===== config.mk =====
export PLATFORM = sky130hd
export DESIGN_NAME = tscc_fifo
export DESIGN_NICKNAME = d
export VERILOG_FILES = /design/src/timed_sphere_collision_check_defines.svh /design/src/tscc_pkg.sv /design/src/tscc_fifo.sv
export SDC_FILE = /design/constraint.sdc
export NUM_CORES = 1
export LEC_CHECK = 0
export BUFFER_PORTS_ARGS = -buffer_cell sky130_fd_sc_hd__buf_2
export CORE_MARGIN = 2
export CORE_UTILIZATION = 41
export CTS_CLUSTER_SIZE = 28
export DETAILED_ROUTE_END_ITERATION = 10
export HOLD_SLACK_MARGIN = 0.06
export PLACE_DENSITY = 0.67
export SETUP_SLACK_MARGIN = 0.5
export SYNTH_ARGS = -nofsm -noshare
export SYNTH_HDL_FRONTEND = slang
export SYNTH_SLANG_ARGS = --single-unit

===== constraint.sdc =====
create_clock -name i_clk -period 14.1 [get_ports i_clk]
set_input_delay 1.41 -clock i_clk [delete_from_list [all_inputs] [get_ports i_clk]]
set_output_delay 1.41 -clock i_clk [all_outputs]
set_load 0.05 [all_outputs]

===== src/timed_sphere_collision_check_defines.svh =====
// Assertion macros shared by the timed sphere collision check RTL
`ifndef TIMED_SPHERE_COLLISION_CHECK_DEFINES_SVH
`define TIMED_SPHERE_COLLISION_CHECK_DEFINES_SVH

// condition holds on every clock edge out of reset
`define TSCC_ASSERT_ALWAYS(lbl, clk, rst_n, cond) \
    lbl: assert property (@(posedge clk) disable iff (!rst_n) (cond)) \
        else $error("tscc: invariant violated");

// consequent holds in the same cycle as the antecedent
`define TSCC_ASSERT_IMPL(lbl, clk, rst_n, ante, cons) \
    lbl: assert property (@(posedge clk) disable iff (!rst_n) (ante) |-> (cons)) \
        else $error("tscc: implication violated");

// consequent holds in the cycle after the antecedent
`define TSCC_ASSERT_NEXT(lbl, clk, rst_n, ante, cons) \
    lbl: assert property (@(posedge clk) disable iff (!rst_n) (ante) |=> (cons)) \
        else $error("tscc: sequence violated");

`endif


===== src/tscc_pkg.sv =====
// Types and constants shared by the timed sphere collision check blocks
`default_nettype none

package tscc_pkg;

    // number of coordinate fields carried by one item
    localparam int NUM_POS = 4;

    // request codes on the input channel
    localparam logic [2:0] REQ_QUERY  = 3'd0;
    localparam logic [2:0] REQ_WR_WP  = 3'd1;
    localparam logic [2:0] REQ_WR_RAD = 3'd2;
    localparam logic [2:0] REQ_WR_LO  = 3'd3;
    localparam logic [2:0] REQ_WR_HI  = 3'd4;

    // register indexes on the configuration port
    localparam logic [1:0] CFG_AGENT_RADIUS     = 2'd0;
    localparam logic [1:0] CFG_ACTIVE_DIMS      = 2'd1;
    localparam logic [1:0] CFG_ACTIVE_OBSTACLES = 2'd2;

    // register reset values
    localparam logic [30:0] RST_AGENT_RADIUS     = 31'd0;
    localparam logic [2:0]  RST_ACTIVE_DIMS      = 3'd2;
    localparam logic [4:0]  RST_ACTIVE_OBSTACLES = 5'd0;

    typedef enum logic [2:0] {
        OP_QUERY,
        OP_WR_WP,
        OP_WR_RAD,
        OP_WR_LO,
        OP_WR_HI
    } t_op;

    typedef struct packed {
        t_op                        op;
        logic [3:0]                 obs;
        logic [2:0]                 pt;
        logic [1:0]                 dim;
        logic [31:0]                value;
        logic [NUM_POS-1:0][31:0]   pos;
        logic [31:0]                time_value;
    } t_cmd;

    typedef enum logic [2:0] {
        BS_IDLE,
        BS_BOUND,
        BS_MOD,
        BS_ISSUE,
        BS_DRAIN,
        BS_DONE
    } t_bstate;

    typedef struct packed {
        logic start;
        logic issue;
    } t_eval_ctl;

    typedef struct packed {
        logic busy;
        logic found;
    } t_eval_st;

    typedef struct packed {
        logic       state_valid;
        logic       out_of_bounds;
        logic       collided;
        logic [3:0] hit_obstacle;
    } t_result;

endpackage

`default_nettype wire


===== src/tscc_fifo.sv =====
// Short command queue between the front end and the back end
`default_nettype none

module tscc_fifo import tscc_pkg::*; (
    input  logic i_clk,
    input  logic i_rst_n,
    input  logic i_push,
    input  t_cmd i_cmd,
    output logic o_full,
    input  logic i_pop,
    output logic o_empty,
    output t_cmd o_cmd
);

    localparam int DEPTH = 2;

    t_cmd       r_mem [DEPTH];
    logic       r_wp;
    logic       r_rp;
    logic [1:0] r_cnt;

    assign o_full  = r_cnt == 2'(DEPTH);
    assign o_empty = r_cnt == 2'd0;
    assign o_cmd   = r_mem[r_rp];

    // pointers and fill count
    always_ff @(posedge i_clk) begin
        if (!i_rst_n) begin
            r_wp  <= 1'b0;
            r_rp  <= 1'b0;
            r_cnt <= 2'd0;
        end else begin
            if (i_push) begin
                r_wp <= !r_wp;
            end
            if (i_pop) begin
                r_rp <= !r_rp;
            end
            r_cnt <= r_cnt + 2'(i_push) - 2'(i_pop);
        end
    end

    // item storage
    always_ff @(posedge i_clk) begin
        if (i_push) begin
            r_mem[r_wp] <= i_cmd;
        end
    end

endmodule

`default_nettype wire


Word-level counts from Yosys, hierarchy flattened
Memories as Yosys holds them, arrays and structs flattened. A register that Yosys moved wholly into a read port is not among the register bits.
Index checks and enable logic that the tools add are counted.
{"block": "op_classes", "addsub": 2, "n_eq_ne": 1, "mux": 4, "n_reduce_logical": 3}
{"op": "$mux W1", "count": 4}
{"op": "$add A2 B1 Y2", "count": 1}
{"op": "$eq A2 B2 Y1 const B", "count": 1}
{"op": "$logic_not A1 Y1", "count": 2}
{"op": "$logic_not A2 Y1", "count": 1}
{"op": "$sub A2 B1 Y2", "count": 1}
{"block": "word_totals", "register_bits": 4, "ram_bits": 408, "inputBits": 208, "n_memories": 1}
{"name": "r_mem", "depth": 2, "width": 204, "read_ports": 1, "rd_ports_with_merged_regs": 1, "write_ports": 1, "line_no": "tscc_fifo.sv:17", "source": "t_cmd r_mem [DEPTH];"}

Depth between registers and ports, before layout
Gate-level depths: netlist (run 1).
{"block": "depth", "ltp_word": 3, "depth_mapped": 6, "depth_no_buf": 6}

Worst setup path after synthesis (run 1)
Ideal clock, no wire load.
{"block": "synth_path", "path_type": "input to register", "startpoint": "input port i_push", "endpoint": "register r_wp", "setup_ns": 0.100, "arrival_time_ns": 10.947, "required_time_ns": 14.000, "slack_ns": 3.054, "cell_stages": 2, "cell_sequence": "nor2b_1 o21a_1"}
{"element": "from (decl)", "line_no": "tscc_fifo.sv:7", "source": "input logic i_push,"}
{"element": "to (signal assigned)", "line_no": "tscc_fifo.sv:34", "source": "r_wp <= !r_wp;"}
{"element": "to (decl)", "line_no": "tscc_fifo.sv:18", "source": "logic r_wp;"}

==> out/qor.yml, run 1 <==
clock_tree:
  numCtsBuffers: 43
  cts_sinks: 413
  clk_latency_ps: 550
  cts_buffer_depth: 3
  path_clk_slew_ps: 50
  cts_setup_buffers: 0
  cts_tree: "yes"
  ctsRootBufferMaster: "clkbuf_16"
  hold_buffers: 0
  htree_levels: 2
  postCtsResizedCells: 0
worst_hold_path:
  hold_depth: 2
  hold_path.class: "register to register"
detailed_routing:
  wl_met2_microns: 16300
  routed-via-count: 7674
  wl_met3_microns: 2620
  avgViaCountPerCell: 4.65
  dr.pass1.iters: 4
  drtAntennaViolNets: 0
  top_layer_used: "met5"
  m1WireLength_microns: 11900
  post_drt_wl_per_cell_microns: 19.2
  drc: 0
  drt-initial-drc-count: 294
  drt-total-wl_microns: 31800
pwr:
  pwr-share-clk_pct: 36.4
  vdd_drop_max_uv: 105
  power.internal_w: 0.00224
  leakagePower_nw: 7.66
  power_frac_comb_pct: 16.2
  power_switching_w: 0.000804
  swShare_pct: 26.4
  powerDensity_mw_per_mm2: 156
  seqPwrFrac_pct: 47.4
critical_path:
  cp_slowest_cell: "buf_4"
  crit_buf_inv: 3
  crit_family: "buffers and inverters"
  end_kind: "output pin"
  cpMostUsedCell: "buf_4"
  path_cells: "buf_4 -> buf_4 -> mux2_4 -> buf_2"
  start_kind: "register"
  max_stage_delay_ps: 900
  worstSetupPathType: "register to output pin"
  reg2regPathDepth: 3
  crit_arrival_ps: 3720
  crit_fanout: 58
  worstPathRequired_ps: 12690
  path_depth: 4
final_layout:
  fin_area_sq_mm: 0.0196
  layout-drive-gt1-share_pct: 60.9
  fin_nets: 1310
  syn_to_final_growth_pct: 25.4
synth:
  ys_seq_area_share_pct: 79.1
  synthCells: 656
  syn_avg_cell_area_sq_um: 23.8
  yosys.area.top_type: "edfxtp_1"
  netlist_area_sq_mm: 0.0156
  ys_top_cells_by_area: "edfxtp_1 (78%), mux2_4 (15%), mux2_2 (3.2%), buf_6 (1.4%), dfxtp_1 (0.64%)"
  ys_seq_elements: 413
  yosysWarnings: 0
  synth_top_area_share_pct: 78.5
  synth.distinct_cells: 14
  synthesis.nets: 866
placement:
  gp_congestion: 0.773
  port_buffers: 413
  dp_hpwl_microns: 21700
  placed_cell_area_sq_mm: 0.0182
floorplanning:
  num_rows: 71
  die_area_sq_mm: 0.0396
  die_y_microns: 199
  start_util_pct: 41.5
  core-area_sq_mm: 0.0376
  dieWidth_microns: 199
  pin_count: 414
timing:
  skew_ps: 6.04
  fmax_mhz: 195
  tns_ps: 0
  maxSlewHeadroom_pct: 27.9
  rsz0062_at_grt: "no"
  finalHoldViolCount: 0
  period_minus_slack_ps: 5130
  finalMaxSlewViolations: 0
  period_share_pct: 36.4
  worstMarginPinSlew_ps: 1080
  setup_viol: 0
outcome:
  status: "finished, final reports clean"
global_route:
  grt_usage_pct: 15.5
  antenna_found_initial: 5
  grt_max_degree: 69
  grt_overflow: 0
  first_global_vias: 7896
  grt_pass1_wl_microns: 45800
job:
  maxCapViolations: 0
==> worst register-to-register path, stage by stage (launching register included) <==
cell     delay (ps)
dfxtp_1         380
and2_4          420
buf_4           690
buf_4           810
==> cell usage in the layout (no fill, tap or decap), types with 5 or more instances in the layout <==
cell type  synthesis  final
edfxtp_1         408    408
clkbuf_1           0      9
clkinv_1           0      8
clkbuf_16          0     45
mux2_4           160    160
clkinv_2           0      8
diode_2            0      5
buf_4              0      9
mux2_2            44     44
buf_2              4    413
==> stage by stage <==
step           setup WS (ps)  instances  hold slack, ps  utilization (%)  total power, W
4_1_cts                 8860       1645             586             52.0         0.00309
3_5_place_dp            9470       1566             564             48.3         0.00197
3_3_place_gp            9520       1566             559             48.3         0.00196
5_1_grt                 8730       1648             621             52.1         0.00315
2_1_floorplan           3050        656             555                -         0.00187
6_report                8970       1650             581             52.1         0.00305
==> synthesized netlist by cell type (all sizes together) <==
master,number
ha,2
nor2b,4
o21a,1
mux2,204
buf,23
nor2,1
xor2,1
xnor3,1
edfxtp,408
inv,2
dfxtp,5
and2,4
==> power by group through the flow <==
stage / registers (W) / clock network, W / logic, W
2_1_floorplan: 0.00147 / 0 / 0.000394
3_3_place_gp: 0.00147 / 0 / 0.000494
3_5_place_dp: 0.00147 / 0 / 0.000498
4_1_cts: 0.00145 / 0.00114 / 0.000500
5_1_grt: 0.00145 / 0.00119 / 0.000517
6_report: 0.00144 / 0.00111 / 0.000494
==> metal layers <==
layer	vias to the layer above	track usage (%)
li1	3511	-
met4	4	7.02
met2	292	26.7
met5	-	0
met1	3805	17.9
met3	62	4.74
==> cell type report <==
type | instances | area, sq um
clock buffers | 55 | 1170
fillers | 3068 | 18000
flip-flops and latches | 413 | 12400
inverters | 2 | 7.51
diodes | 5 | 12.5
multi-input cells | 218 | 3030
well taps | 511 | 639
repair buffers | 422 | 2130
clock inverters | 24 | 223
==> final timing paths <==
kind             from      endpoint  slack (ps)
max          register    o_cmd[111]        8970
min              r_rp      register         580
max reg2reg      r_wp  r_mem[1][73]       11380
min reg2reg      r_rp      register         580
==> sequential cells by signal (all words and copies together), names as in the netlist, named ones only <==
register and count:
r_mem 408, r_wp 1, r_cnt 2, r_rp 1
==> cell families (layout without fill, tap and decap cells) <==
logic type                 Yosys count  count (layout)  share of synthesized area, %
AOI/OAI and AO/OA                    1               1                        0.0481
muxes                              204             204                          18.6
and+or+nand+nor                      9               9                         0.345
other                                0               5                             0
adders and majority gates            2               2                         0.160
buffers and inverters               25             503                          1.55
DFF                                413             413                          79.1
xor gates and xnor gates             2               2                         0.200
Power figures use the tool's default switching activity.
==> inputs of run 2 (changes only) <==
--- a/config.mk
+++ b/config.mk
@@ -5,6 +5,7 @@
 export SDC_FILE = /design/constraint.sdc
 export NUM_CORES = 1
 export LEC_CHECK = 0
+export ABC_AREA = 1
 export BUFFER_PORTS_ARGS = -buffer_cell sky130_fd_sc_hd__buf_2
 export CORE_MARGIN = 2
 export CORE_UTILIZATION = 41
==> constraint.sdc (replaced) <==
create_clock -name i_clk -period 5 [get_ports i_clk]
set_input_delay 0.5 -clock i_clk [delete_from_list [all_inputs] [get_ports i_clk]]
set_output_delay 0.5 -clock i_clk [all_outputs]
set_load 0.05 [all_outputs]
==> run 2 against run 1 <==
Compared with the run above:
- combinational power is 150% higher
- worst hold slack worse by 450 ps
- sequential power rose to 2.8 times the previous value
- clock power grew to 2.6 times the previous value
- core utilization down 0.15 points
- highest routed layer unchanged
==> out/qor.yml, run 2 <==
final_layout:
  largest-register: "r_mem"
  layout-drive-gt1-share_pct: 59.5
  num-fill-cells: 3067
  reg_top3: "r_mem (408), r_cnt (2)"
  final_cell_mix: "buf_2 (413), edfxtp_1 (408), mux2_4 (160), clkbuf_16 (45), mux2_2 (44)"
  fin_nets: 1321
  largest_register_ffs: 408
  layout_commonest_cell: "buf_2"
  final_core_util_pct: 51.9
  syn_to_final_growth_pct: 25.0
critical_path:
  worstSetupPathType: "register to output pin"
  crit_fanout: 66
  crit_arrival_ps: 2700
  r2r_start: "r_wp"
  worstPathRequired_ps: 4500
  crit_end: "o_cmd[32]"
  end_kind: "output pin"
  start_kind: "register"
  reg2regPathDepth: 3
  rrSetupSlack_ps: 2720
  r2r-end: "r_mem[1][71]"
clock_tree:
  cts_tree: "yes"
  htree_levels: 2
  clk_latency_ps: 550
  hold_buffers: 0
  cts_setup_buffers: 0
  path_clk_slew_ps: 60
  postCtsResizedCells: 0
  cts_buffer_depth: 3
  cts_sinks: 413
  ctsRootBufferMaster: "clkbuf_16"
  numCtsBuffers: 43
outcome:
  status: "finished, final reports clean"
timing:
  rsz0062_at_grt: "no"
  fin_ws_ps: 1800
  period_share_pct: 63.9
  skew_ps: 8.79
  fmax_mhz: 313
  holdWs_ps: 135
  worstMarginPinSlew_ps: 954
  period_minus_slack_ps: 3200
  tns_ps: 0
  setup_viol: 0
  finalMaxSlewViolations: 0
  maxSlewHeadroom_pct: 36.4
  finalHoldViolCount: 0
pwr:
  seqPwrFrac_pct: 49.6
  leakagePower_nw: 7.64
  pwr-share-clk_pct: 35.4
  power_frac_comb_pct: 15.0
  powerDensity_mw_per_mm2: 421
  vdd_drop_max_uv: 315
  power_switching_w: 0.00212
  swShare_pct: 25.8
  power.internal_w: 0.00609
floorplanning:
  pin_count: 414
  dieWidth_microns: 199
  num_rows: 71
  core-area_sq_mm: 0.0376
  start_util_pct: 41.5
  die_area_sq_mm: 0.0396
  die_y_microns: 199
synth:
  ys.flop_type: "edfxtp_1"
  ys_top_cells_by_area: "edfxtp_1 (78%), mux2_4 (15%), mux2_2 (3.2%), buf_6 (1.4%), dfxtp_1 (0.64%)"
  ys_seq_elements: 413
  synthesis.nets: 878
  synth_async_sr_flop_share_pct: 0
  yosys.cell_count.top_type: "edfxtp_1"
  ys_seq_area_share_pct: 79.1
  yosys.area.top_type: "edfxtp_1"
  netlist_area_sq_mm: 0.0156
  synth_common_cells: "edfxtp_1 (408), mux2_4 (160), mux2_2 (44)"
  synth.distinct_cells: 12
  syn_avg_cell_area_sq_um: 23.4
  synth_edf_count: 408
  synth_top_area_share_pct: 78.5
  yosysWarnings: 0
  synthCells: 668
detailed_routing:
  drc: 0
  post_drt_wl_per_cell_microns: 18.8
  avgViaCountPerCell: 4.64
  drtAntennaViolNets: 0
  dr.pass1.iters: 4
  routed-via-count: 7696
  drt-initial-drc-count: 360
  drt-total-wl_microns: 31300
global_route:
  first_global_vias: 7837
  grt_max_degree: 107
  grt_usage_pct: 15.0
  antenna_found_initial: 8
  grt_overflow: 0
  grt_pass1_wl_microns: 44600
placement:
  pre_cts_slack_ps: 2350
  dp_hpwl_microns: 20900
  port_buffers: 413
  gp_congestion: 0.725
job:
  maxCapViolations: 0
worst_hold_path:
  worstHoldStart: "i_cmd[11]"
  hold_path.class: "input port to register"
[run 2: changes by cell type after synthesis]
cell / before / now
o21a_1: 1 / 0
xnor3_1: 1 / 0
and2_1: 4 / 0
inv_1: 2 / 7
nand3_1: 0 / 1
xor2_1: 1 / 0
nand2_1: 0 / 8
nor2_1: 1 / 9
a21oi_1: 0 / 1
nor2b_1: 4 / 0
[run 2: worst max-delay path, stage by stage (launching register included)]
cell	delay, ps
dfxtp_4	990
buf_12	470
mux2_2	410
buf_2	220
[run 2: final cells by class]
type                       count  area, sq um  area share, %
tap                          511          639           3.28
inverter                       7         30.0          0.154
timing repair buffer         421         2190           11.2
antenna                        5         12.5         0.0641
clock buffer                  58         1170           6.02
sequential                   413        12400           63.3
clock inverter                19          108          0.551
multi-input combinational    225         3000           15.4
[run 2: power by group through the flow]
stage,sequential (W),combinational [W],clock (W)
6_report,0.00408,0.00123,0.00291
5_1_grt,0.00409,0.00129,0.00312
4_1_cts,0.00408,0.00125,0.00300
3_5_place_dp,0.00415,0.00125,0
3_3_place_gp,0.00414,0.00124,0
2_1_floorplan,0.00413,0.000962,0
[run 2: cell families (layout without fill, tap and decap cells)]
family                     Yosys count  after routing  share of synthesized area (%)
DFF                                413            413                           79.1
muxes                              204            204                           18.6
buffers and inverters               30            505                           1.67
and+or+nand+nor                     18             18                          0.441
adders and majority gates            2              2                          0.160
AOI/OAI and AO/OA                    1              1                         0.0320
other                                0              5                              0
[run 2: per-layer routing]
| metal | share of wire (%) | up-vias | wire (microns) | track usage (%) |
|---|---|---|---|---|
| met4 | 3.2 | 8 | 993 | 5.97 |
| met1 | 37 | 3812 | 11400 | 16.6 |
| met3 | 8.4 | 67 | 2610 | 5.87 |
| met5 | 0.17 | - | 54 | 0 |
| li1 | - | 3540 | - | - |
| met2 | 52 | 269 | 16200 | 26.0 |
[run 2: how the worst min path moves through the flow]
stage | cells past startpoint | to | slack (ps)
2_1_floorplan | 2 | register | 460
5_1_grt | 1 | r_mem[0][41] | 100
3_5_place_dp | 2 | register | 490
6_report | 1 | r_mem[1][11] | 140
4_1_cts | 1 | r_mem[1][11] | 90
3_3_place_gp | 2 | register | 470
[run 2: stage by stage]
stage	area, sq um	total power [W]	instances
finish	19500	0.00822	1659
global route	19500	0.00851	1657
global placement	18200	0.00538	1577
detailed placement	18200	0.00539	1577
floorplan	15600	0.00510	668
CTS	19500	0.00833	1654
